## config.mk

```make
export PLATFORM = sky130hd
export DESIGN_NAME = dta_cordic_stage
export DESIGN_NICKNAME = d
export VERILOG_FILES = /design/src/rtl/dta_pkg.sv /design/src/rtl/dta_cordic_stage.sv
export SDC_FILE = /design/constraint.sdc
export NUM_CORES = 1
export LEC_CHECK = 0
export ABC_AREA = 1
export BUFFER_PORTS_ARGS = -buffer_cell sky130_fd_sc_hd__buf_2
export CAP_MARGIN = 10
export CORE_ASPECT_RATIO = 0.5
export CORE_UTILIZATION = 40
export DETAILED_ROUTE_END_ITERATION = 16
export GPL_TIMING_DRIVEN = 0
export SYNTH_ARGS = -nofsm -noshare
export SYNTH_HDL_FRONTEND = slang
export SYNTH_SLANG_ARGS = --single-unit
```

## constraint.sdc

```tcl
create_clock -name clk -period 2.3 [get_ports clk]
set_clock_uncertainty 0.2 [all_clocks]
set_input_delay 0.23 -clock clk [delete_from_list [all_inputs] [get_ports clk]]
set_output_delay 0.23 -clock clk [all_outputs]
set_load 0.01 [all_outputs]
```

## src/rtl/dta_pkg.sv

```systemverilog
// shared constants, types and arctangent table for the direction-to-angles unit
// no dependencies; imported by the stage, skid and top-level modules
`default_nettype none

package dta_pkg;

	// default field widths
	localparam int COMPONENT_WIDTH_DEF = 16;
	localparam int ANGLE_WIDTH_DEF     = 16;

	// fixed-point formats of the datapath
	localparam int GUARD  = 24;
	localparam int ITERS  = 30;
	localparam int ZSHIFT = 30 - GUARD;

	// cordic gain in q30
	localparam logic [31:0] GAIN_Q30 = 32'd1768195363;

	// turns in 2^32 units per full turn
	localparam logic [31:0] QUARTER_TURN32       = 32'h4000_0000;
	localparam logic [31:0] HALF_TURN32          = 32'h8000_0000;
	localparam logic [31:0] THREE_QUARTER_TURN32 = 32'hC000_0000;

	// atan(2^-i) in 2^32 units per turn
	localparam logic [31:0] ATAN_TAB [ITERS] = '{
		32'd536870912, 32'd316933406, 32'd167458907, 32'd85004756, 32'd42667331,
		32'd21354465,  32'd10679838,  32'd5340245,   32'd2670163,  32'd1335087,
		32'd667544,    32'd333772,    32'd166886,    32'd83443,    32'd41722,
		32'd20861,     32'd10430,     32'd5215,      32'd2608,     32'd1304,
		32'd652,       32'd326,       32'd163,       32'd81,       32'd41,
		32'd20,        32'd10,        32'd5,         32'd3,        32'd1
	};

	// per-vector flags carried alongside the datapath
	typedef struct packed {
		logic zero_h;  // x and y both zero
		logic x_zero;  // vector on the y axis
		logic y_pos;   // y greater than zero
		logic z_pos;   // z greater than zero
	} dta_flags_t;

	localparam int FLAGS_W = $bits(dta_flags_t);

endpackage

`default_nettype wire

```

## src/rtl/dta_cordic_stage.sv

```systemverilog
// one registered vectoring cordic iteration with side payload
// depends on dta_pkg
`default_nettype none

module dta_cordic_stage
	import dta_pkg::*;
#(
	parameter int          DW    = 44,
	parameter int          SW    = 8,
	parameter int          SHIFT = 0,
	parameter logic [31:0] ATAN  = 32'd0
) (
	input  wire logic                 clk,
	input  wire logic                 arst_n,
	input  wire logic                 en,
	input  wire logic                 in_valid,
	input  wire logic signed [DW-1:0] in_x,
	input  wire logic signed [DW-1:0] in_y,
	input  wire logic        [31:0]   in_acc,
	input  wire logic        [SW-1:0] in_side,
	output logic                      out_valid,
	output logic signed [DW-1:0]      out_x,
	output logic signed [DW-1:0]      out_y,
	output logic        [31:0]        out_acc,
	output logic        [SW-1:0]      out_side
);

	logic signed [DW-1:0] dx, dy;
	logic signed [DW-1:0] nx, ny;
	logic        [31:0]   nacc;
	logic                 y_pos;
	logic                 valid_s1;
	logic signed [DW-1:0] x_s1, y_s1;
	logic        [31:0]   acc_s1;
	logic        [SW-1:0] side_s1;

	// rotate towards the x axis, direction from the sign of y
	always_comb begin
		dx    = in_y >>> SHIFT;
		dy    = in_x >>> SHIFT;
		y_pos = !in_y[DW-1] && (|in_y);
		if (y_pos) begin
			nx   = in_x + dx;
			ny   = in_y - dy;
			nacc = in_acc + ATAN;
		end else begin
			nx   = in_x - dx;
			ny   = in_y + dy;
			nacc = in_acc - ATAN;
		end
	end

	// stage valid bit
	always_ff @(posedge clk or negedge arst_n) begin
		if (!arst_n) begin
			valid_s1 <= 1'b0;
		end else if (en) begin
			valid_s1 <= in_valid;
		end
	end

	// stage payload
	always_ff @(posedge clk) begin
		if (en) begin
			x_s1    <= nx;
			y_s1    <= ny;
			acc_s1  <= nacc;
			side_s1 <= in_side;
		end
	end

	assign out_valid = valid_s1;
	assign out_x     = x_s1;
	assign out_y     = y_s1;
	assign out_acc   = acc_s1;
	assign out_side  = side_s1;

endmodule

`default_nettype wire

```

==> run metrics <==
gr usage total 35.49%; Pins Over Slew Limit 0; slew at the pin closest to its max-slew limit 0.6732 ns; largest net degree at the start of global routing 66; total global routing overflow 0; Worst setup EP type flip-flop; critical path's slowest cell fa_2; CTS tree yes; Worst R2R Start out_valid; Syn Inst Count 2,486; Clock Path Buffers 2; Max-Cap Viols 0; status completed; vias in the first global route 15,200; core area 37,790 um2; setup violators final 0; die area 39,640 um2; crit-path cells buf_2 > inv_1 > ha_2 > fa_2 > clkinvlp_4 > nand3_1 > nand3_2 > nand2_1 > nand4_1 > nand3_1 > nand2_1; Post-Syn Area per Cell 6.243 um2; Fin. Hold Viols 0; CP max FO 5; Setup TNS 0 ns; clk_lat worst skew 0.45 ns; vias post-DR 17,470; Core Rows 50; Mapped Area 15,520 um2; most common cell after layout, fill and taps aside nand2_1; initial antenna violation count 4; Initial Util 41.08%; nets 3,111; Routed WL 72,390 um; Synth area leaders edfxtp_1, nand2_1, ha_1; Reg-to-Reg End out_valid; total CTS buffers 17; Yosys warnings 0; share of cells above drive strength 1 24.36%; static leakage 0.01038 uW; gpl congestion 1.064; TritonRoute pass-1 iters 6; PD cells 518.8 nW/um2; I/O Buffers 260; Finished Layout Cells 3,366; final core utilization 52.76%; Pwr Total 10,340 uW; sequential share of the synthesized area 24.73%; filler cell count 3,982; setup repair after global routing missed its margin true; DP HPWL 59,870 um; flop2flop setup slack 1.35 ns; Routed Antenna Nets 0; Hold Path Class in -> reg; drt drc 0; Peak VDD IR 409.1 uV; P&R area growth vs syn 28.46%; Clock Pin Slew Worst Setup and Hold Paths 0.08 ns; Hold Path Sink out_x[40]; Critical Path RT 2.26 ns; R2R depth 1; critical path startpoint category primary input; Tmin final 2.282 ns; Synth cell types 43; top cell type's share of synthesized area 24.57%; Die H 141.3 um; first-pass GRT wire length 100,100 um; Synth Register Bits 128; vias per cell 5.190; Initial DRC Count 1,836; H-tree levels 4; Syn Nets 2,765; kind of critical path in -> reg; Avg WL per Cell 21.51 um; Max-slew headroom 55.12%; clk sinks 128; f_max 438.3 MHz; hold_sp en; Die X 280.6 um; Hold Path Stages 1; commonest cells after routing, fill and taps aside nand2_1, inv_1, buf_2; Crit path largest cell delay 0.34 ns; period utilization 99.20%; placed cells 3,267; root buffer cell clkbuf_16; Synth area leader edfxtp_1; number of I/O pins 261; Critical Path AT 2.25 ns
[cells by family (layout without fill, tap and decap cells)]
logic type / after synthesis / count (layout) / synth area share [%]
AO/OA/AOI/OAI: 232 / 232 / 8.634
XOR/XNOR: 37 / 37 / 2.088
adder cells (fa/ha/maj): 147 / 147 / 12.00
buffers and inverters: 508 / 867 / 13.53
flip-flops: 128 / 128 / 24.73
multiplexers: 1 / 1 / 0.07255
other: 0 / 1 / 0
AND/OR/NAND/NOR: 1433 / 1433 / 38.94
[report_power, final]
part           switching (uW)  total, uW  internal (uW)
logic                    3050       4530           1480
registers                69.9       3000           2930
clock network            1370       2810           1440
total                    4490      10300           5850
[Yosys cell counts]
cell and instances:
nor3_1 12, nand4_1 26, nand3b_1 6, nand2_4 2
nor3_2 2, o21ai_2 7, o211ai_1 1, buf_6 6
or2_1 3, xor2_1 36, inv_2 20, nor2_4 2
edfxtp_1 127, clkbuf_1 2, nand2_1 880, mux2_2 1
fa_1 3, nand2_2 18, a21o_1 3, inv_1 429
a211oi_1 1, o21ai_0 55, buf_4 34, and2_1 6
o21a_1 2, a21oi_2 14, nor2_2 46, xnor2_1 1
o21bai_1 30, ha_1 144, buf_2 16, nand3_2 7
or2_2 4, and3_1 1, dfrtp_1 1, nand2b_1 1
nand3_1 215, o211ai_2 1, a21oi_1 98, nor4_1 4
nor2_1 198, o21ai_1 20, clkbuf_2 1
[per-stage QoR]
| stage | cell area [um2] | setup WS (ns) | hold WS, ns |
|---|---|---|---|
| floorplan | 15520 | 0.1009 | -0.2656 |
| global route | 19940 | -0.03607 | 0.06304 |
| detailed placement | 17510 | -0.8572 | -0.1940 |
| global placement | 17470 | -0.8688 | -0.1941 |
| CTS | 18760 | -0.06494 | 0.01804 |
| finish | 19940 | 0.01848 | 0.04977 |
[layer usage]
| layer | GRT usage [%] | up-vias | routed length, um |
|---|---|---|---|
| li1 | - | 8466 | - |
| met2 | 49.17 | 849 | 28350 |
| met1 | 52.58 | 8081 | 33830 |
| met5 | 0 | - | 73 |
| met4 | 7.046 | 2 | 1283 |
| met3 | 11.82 | 70 | 8859 |
[area by class of cell]
class | count | area, um2 | share of cell area (%)
diodes | 1 | 2.502 | 0.01255
repair buffers | 327 | 1941 | 9.733
inverters | 449 | 1713 | 8.591
plain buffers | 59 | 496.7 | 2.491
clock buffers | 17 | 425.4 | 2.134
well taps | 520 | 650.6 | 3.263
flip-flops and latches | 128 | 3839 | 19.25
multi-input cells | 1850 | 10720 | 53.78
clock inverters | 15 | 147.6 | 0.7405
[state kept, by name, indices dropped and copies added (netlist names)]
register   flops
out_acc       32
out_x         44
out_valid      1
out_y         43
out_side       8
[what timing repair did]
item                                    in CTS  in global routing
hold buffers                                43                  0
buffers inserted                             0                 23
hold endpoints to repair                    42                  0
endpoints found under the setup margin      47                 75
pin swaps                                    2                 34
cloned                                       0                  0
gates resized for setup                     66                262
[worst max-delay path by stage]
stage,startpoint,to,slack [ns],cells after the start
after global placement,en,out_valid,-0.87,2
final,in_x[0],out_x[42],0.02,11
after CTS,in_x[2],out_y[31],-0.06,13
after global routing,in_x[22],out_x[34],-0.04,15
after detailed placement,in_x[27],out_y[36],-0.86,15
after floorplan,in_x[0],out_x[32],0.10,11
[critical path: cells and delay by family]
family / cells / cell delay, ns
buffers and inverters: 3 / 0.39
AND/OR/NAND/NOR: 6 / 0.97
adder cells (fa/ha/maj): 2 / 0.63
Power figures use the tool's default switching activity.
