==> src/rtl/dta_pkg.sv <==
// shared constants, types and arctangent table for the direction-to-angles unit
// no dependencies; imported by the stage, skid and top-level modules
`default_nettype none

package dta_pkg;

	// default field widths
	localparam int COMPONENT_WIDTH_DEF = 16;
	localparam int ANGLE_WIDTH_DEF     = 16;

	// fixed-point formats of the datapath
	localparam int GUARD  = 24;
	localparam int ITERS  = 30;
	localparam int ZSHIFT = 30 - GUARD;

	// cordic gain in q30
	localparam logic [31:0] GAIN_Q30 = 32'd1768195363;

	// turns in 2^32 units per full turn
	localparam logic [31:0] QUARTER_TURN32       = 32'h4000_0000;
	localparam logic [31:0] HALF_TURN32          = 32'h8000_0000;
	localparam logic [31:0] THREE_QUARTER_TURN32 = 32'hC000_0000;

	// atan(2^-i) in 2^32 units per turn
	localparam logic [31:0] ATAN_TAB [ITERS] = '{
		32'd536870912, 32'd316933406, 32'd167458907, 32'd85004756, 32'd42667331,
		32'd21354465,  32'd10679838,  32'd5340245,   32'd2670163,  32'd1335087,
		32'd667544,    32'd333772,    32'd166886,    32'd83443,    32'd41722,
		32'd20861,     32'd10430,     32'd5215,      32'd2608,     32'd1304,
		32'd652,       32'd326,       32'd163,       32'd81,       32'd41,
		32'd20,        32'd10,        32'd5,         32'd3,        32'd1
	};

	// per-vector flags carried alongside the datapath
	typedef struct packed {
		logic zero_h;  // x and y both zero
		logic x_zero;  // vector on the y axis
		logic y_pos;   // y greater than zero
		logic z_pos;   // z greater than zero
	} dta_flags_t;

	localparam int FLAGS_W = $bits(dta_flags_t);

endpackage

`default_nettype wire

==> src/rtl/dta_ang_if.sv <==
// valid/ready channel carrying one yaw/pitch result per transaction
// no dependencies
`default_nettype none

interface dta_ang_if #(
	parameter int ANGLE_WIDTH = 16
);
	logic                          valid;
	logic                          ready;
	logic signed [ANGLE_WIDTH:0]   pitch_angle;
	logic        [ANGLE_WIDTH-1:0] yaw_angle;

	modport source (output valid, output pitch_angle, output yaw_angle, input ready);
	modport sink   (input valid, input pitch_angle, input yaw_angle, output ready);
endinterface

`default_nettype wire

==> src/rtl/dta_out_skid.sv <==
// output skid register between the pipeline and the result channel
// depends on dta_pkg and dta_ang_if
`default_nettype none

module dta_out_skid
	import dta_pkg::*;
#(
	parameter int ANGLE_WIDTH = ANGLE_WIDTH_DEF
) (
	input  wire logic                          clk,
	input  wire logic                          arst_n,
	input  wire logic                          in_valid,
	input  wire logic signed [ANGLE_WIDTH:0]   in_pitch,
	input  wire logic        [ANGLE_WIDTH-1:0] in_yaw,
	output logic                               advance,
	dta_ang_if.source                          angles
);

	logic                          skid_v_q;
	logic signed [ANGLE_WIDTH:0]   skid_pitch_q;
	logic        [ANGLE_WIDTH-1:0] skid_yaw_q;

	// pipeline moves only while the skid slot is free
	assign advance = !skid_v_q;

	// slot fills when a result is stalled, empties once taken
	always_ff @(posedge clk or negedge arst_n) begin
		if (!arst_n) begin
			skid_v_q <= 1'b0;
		end else if (!skid_v_q) begin
			skid_v_q <= in_valid && !angles.ready;
		end else if (angles.ready) begin
			skid_v_q <= 1'b0;
		end
	end

	// capture the stalled result
	always_ff @(posedge clk) begin
		if (!skid_v_q) begin
			skid_pitch_q <= in_pitch;
			skid_yaw_q   <= in_yaw;
		end
	end

	// skid slot has priority on the channel
	assign angles.valid       = skid_v_q || in_valid;
	assign angles.pitch_angle = skid_v_q ? skid_pitch_q : in_pitch;
	assign angles.yaw_angle   = skid_v_q ? skid_yaw_q : in_yaw;

endmodule

`default_nettype wire

==> src/flat_wrapper.sv <==
// flat-port wrapper written by rule: the top's interface ports become plain ports
module dta_out_skid_flat import dta_pkg::*;
#(
	parameter int ANGLE_WIDTH = ANGLE_WIDTH_DEF
)
  (clk, arst_n, in_valid, in_pitch, in_yaw, advance, angles_valid, angles_pitch_angle, angles_yaw_angle, angles_ready);
  dta_ang_if #(.ANGLE_WIDTH(ANGLE_WIDTH)) angles_i ();
  input  wire logic clk;
  input  wire logic arst_n;
  input  wire logic in_valid;
  input  wire logic signed [ANGLE_WIDTH:0] in_pitch;
  input  wire logic        [ANGLE_WIDTH-1:0] in_yaw;
  output logic advance;
  output wire logic [$bits(angles_i.valid)-1:0] angles_valid;
  output wire logic [$bits(angles_i.pitch_angle)-1:0] angles_pitch_angle;
  output wire logic [$bits(angles_i.yaw_angle)-1:0] angles_yaw_angle;
  input wire logic [$bits(angles_i.ready)-1:0] angles_ready;
  assign angles_valid = angles_i.valid;
  assign angles_pitch_angle = angles_i.pitch_angle;
  assign angles_yaw_angle = angles_i.yaw_angle;
  assign angles_i.ready = angles_ready;
  dta_out_skid #(.ANGLE_WIDTH(ANGLE_WIDTH)) u_core (.clk(clk), .arst_n(arst_n), .in_valid(in_valid), .in_pitch(in_pitch), .in_yaw(in_yaw), .advance(advance), .angles(angles_i));
endmodule
==> config.mk <==
export PLATFORM = sky130hd
export DESIGN_NAME = dta_out_skid_flat
export DESIGN_NICKNAME = d
export VERILOG_FILES = /design/src/rtl/dta_pkg.sv /design/src/rtl/dta_ang_if.sv /design/src/rtl/dta_out_skid.sv /design/src/flat_wrapper.sv
export SDC_FILE = /design/constraint.sdc
export NUM_CORES = 1
export LEC_CHECK = 0
export BUFFER_PORTS_ARGS = -buffer_cell sky130_fd_sc_hd__buf_2
export CORE_AREA = 2 2 56 58
export DETAILED_ROUTE_END_ITERATION = 8
export DIE_AREA = 0 0 58 60
export PLACE_DENSITY_LB_ADDON = 0.3
export SYNTH_ARGS = -nofsm -noshare
export SYNTH_HDL_FRONTEND = slang
export SYNTH_SLANG_ARGS = --single-unit
==> constraint.sdc <==
create_clock -name clk -period 2.33 [get_ports clk]
set_input_delay 0.3495 -clock clk [delete_from_list [all_inputs] [get_ports clk]]
set_output_delay 0.3495 -clock clk [all_outputs]
set_load 0.05 [all_outputs]
==> run_results.csv <==
group,metric,value,unit
clocking,clkLatencyLatePin,0.32,ns
synth,yosys.area_share.simple,0.503,%
grt,grt-busiest-layer,"met2",
synth,synth.top_cell.area_share,53.1,%
drt,drt_wl_total,2210,um
sta,fin_tns_setup,0,ns
pwr,p_sw_share,34.2,%
grt,track_usage,13.1,%
setup_path,path_class,"register to output pin",
drt,route.detailed.drc,0,
clocking,cts_setup_buffers,0,
grt,grt_use_met1,14.2,%
cells_and_area,drive_gt1_share,76.0,%
floorplan,start_util,42.9,%
cells_and_area,layout_common_cells,"buf_2, dfxtp_1, mux2_4, mux2_2, clkbuf_4",
setup_path,rr_worst_depth,2,
drt,avgRoutedWirePerCell,12.1,um
synth,syn_inst,74,
placement,portBuffers,71,
grt,use_met3,7.79,%
min_path,holdPathStages,2,
pwr,power.internal,936,uW
synth,synth_top_family_by_area,"multiplexers",
sta,fin_crit,2.12,ns
clocking,htreeDepth,2,
sta,drv_slew,0,
setup_path,worstPathCellList,"buf_12, mux2_2, buf_2",
cells_and_area,fin_cells,183,
clocking,post_cts_resized,0,
job,cap_violations,0,
synth,syn_avg_cell_area,16.8,um^2
cells_and_area,fin_area,1660,um^2
grt,antenna_found_initial,0,
sta,layout_setup_ws,0.215,ns
outcome,outcome,"completed",
synth,ys_types,10,
setup_path,cp.required,1.98,ns
synth,yosys-top-cells-area,"dfxtp_1, mux2_4, mux2_2, buf_12, dfrtp_1",
clocking,cts_buffer_depth,2,
min_path,hold_class,"primary input to register",
floorplan,die-height,60,um
floorplan,rows,20,
placement,postPlaceCellArea,1600,um^2
grt,first_global_vias,749,
setup_path,crit_arrival,1.77,ns
sta,slew_headroom,76.5,%
synth,synth-xor-area-share,0,%
pwr,p_comb_share,30.9,%
cells_and_area,area_growth_syn_to_layout,33.5,%
pwr,clock_power_share,22.4,%
sta,skew,0.00396,ns
setup_path,worstPathMaxFanout,26,
pwr,power.total,1420,uW
grt,grt_pass1_wl,3280,um
clocking,cts_sinks,34,
clocking,cts_buffers,5,
clocking,cts_tree,"yes",
floorplan,coreArea,2900,um^2
floorplan,dieArea,3480,um^2
sta,setup_viol,0,
sta,finalCritPeriodShare,90.8,%
synth,synth-seq-area-share,55.1,%
synth,synthesis.nets,111,
placement,place_ws,0.561,ns
synth,yosysWarningCount,0,
synth,synth_compound_area_share,0.804,%
cells_and_area,antenna_cells,0,
sta,rsz0062_at_grt,"false",
pwr,power_frac_seq,46.8,%
floorplan,boundaryPins,72,
drt,viasPerCell,4.44,
clocking,clockRootBuffer,"clkbuf_4",
synth,synth_mux_area_share,38.0,%
sta,hold_violations,0,
floorplan,die_w,58,um
setup_path,crit_slowest_cell,"dfrtp_2",
placement,post-dp-hpwl,1690,um
pwr,p_leak,0.000853,uW
placement,placed_cells,175,
drt,drtIter0Drc,16,
setup_path,critPathLaunchType,"register",
pwr,power_per_cell_area,856,nW/um^2
drt,num_vias,812,
sta,tightest_slew,0.353,ns
clocking,clkTransAtPathRegs,0.09,ns
cells_and_area,nNetsFinal,187,
pwr,p_switching,486,uW
cells_and_area,mostFrequentLayoutCell,"buf_2",
grt,grt_start_max_net_pins,27,
grt,overflow,0,
synth,synth.ff_latch_count,34,
grt,gr-usage-met2,20.5,%
pwr,vdd_drop_max,0.563,mV
sta,fmax,473,MHz
drt,drt.antenna.violating_nets,0,
clocking,cts_hold_buf,1,
synth,synth_fa_ha_area_share,0,%
synth,syn-cell-area,1240,um^2
placement,gp_congestion,0.653,
drt,first_pass_iters,2,
synth,synth_top_cell_by_area,"dfxtp_1",
setup_path,slowest_delay,0.59,ns
setup_path,end_kind,"output pin",
==> cell usage after synthesis <==
library cell,number
inv_1,1
buf_6,1
dfxtp_1,33
mux2_4,27
buf_8,1
dfrtp_1,1
buf_12,2
mux2_2,6
o21ba_2,1
or2_2,1
==> final timing paths <==
path / slack, ns / endpoint / start
worst max-delay path: 0.21 / angles_pitch_angle[16] / u_core.skid_v_q
worst min-delay path: 0.26 / u_core.skid_pitch_q[10] / in_pitch[10]
worst max register to register: 1.00 / u_core.skid_pitch_q[16] / u_core.skid_v_q
worst min register to register: 0.48 / u_core.skid_yaw_q[1] / u_core.skid_yaw_q[1]
max in group asynchronous: 1.92 / u_core.skid_v_q / arst_n
min in group asynchronous: 0.31 / u_core.skid_v_q / arst_n
==> state kept, by name, summed over array words and instances (netlist names) <==
name	flops
u_core.skid_pitch_q	17
u_core.skid_yaw_q	16
u_core.skid_v_q	1
==> cells by family after synthesis <==
kind of cell | Yosys count
flops | 34
mux | 33
buf+inv | 5
compound gates | 1
simple gates | 1
==> stage by stage <==
step / util, % / hold WS (ns)
3_5_place_dp: 55.0 / 0.129
2_1_floorplan: - / 0.0539
4_1_cts: 57.2 / 0.235
5_1_grt: 57.2 / 0.230
3_3_place_gp: 55.0 / 0.129
6_report: 57.2 / 0.257
==> critical path, delay by kind of cell (launching register included) <==
| family | cells | cell delay (ns) |
|---|---|---|
| flip-flops | 1 | 0.59 |
| buffers and inverters | 2 | 0.46 |
| multiplexers | 1 | 0.37 |
==> cell type report <==
type / instances / area (um^2)
Clock buffer: 7 / 55.1
Sequential cell: 34 / 687
Timing Repair Buffer: 73 / 385
Inverter: 1 / 3.75
Tap cell: 33 / 41.3
Fill cell: 243 / 1240
Multi-Input combinational cell: 35 / 489
==> metal layers <==
| metal | share of wire [%] | routed length [um] |
|---|---|---|
| met1 | 40 | 893 |
| met5 | 0 | 0 |
| met2 | 48 | 1050 |
| met3 | 12 | 266 |
| met4 | 0 | 0 |
==> power groups by stage <==
stage	Combinational (uW)	Sequential (uW)	Clock (uW)
finish	439	665	318
global route	459	671	363
CTS	443	666	337
detailed placement	441	679	0
global placement	435	676	0
floorplan	372	666	0
(Power assumes the default switching activity.)
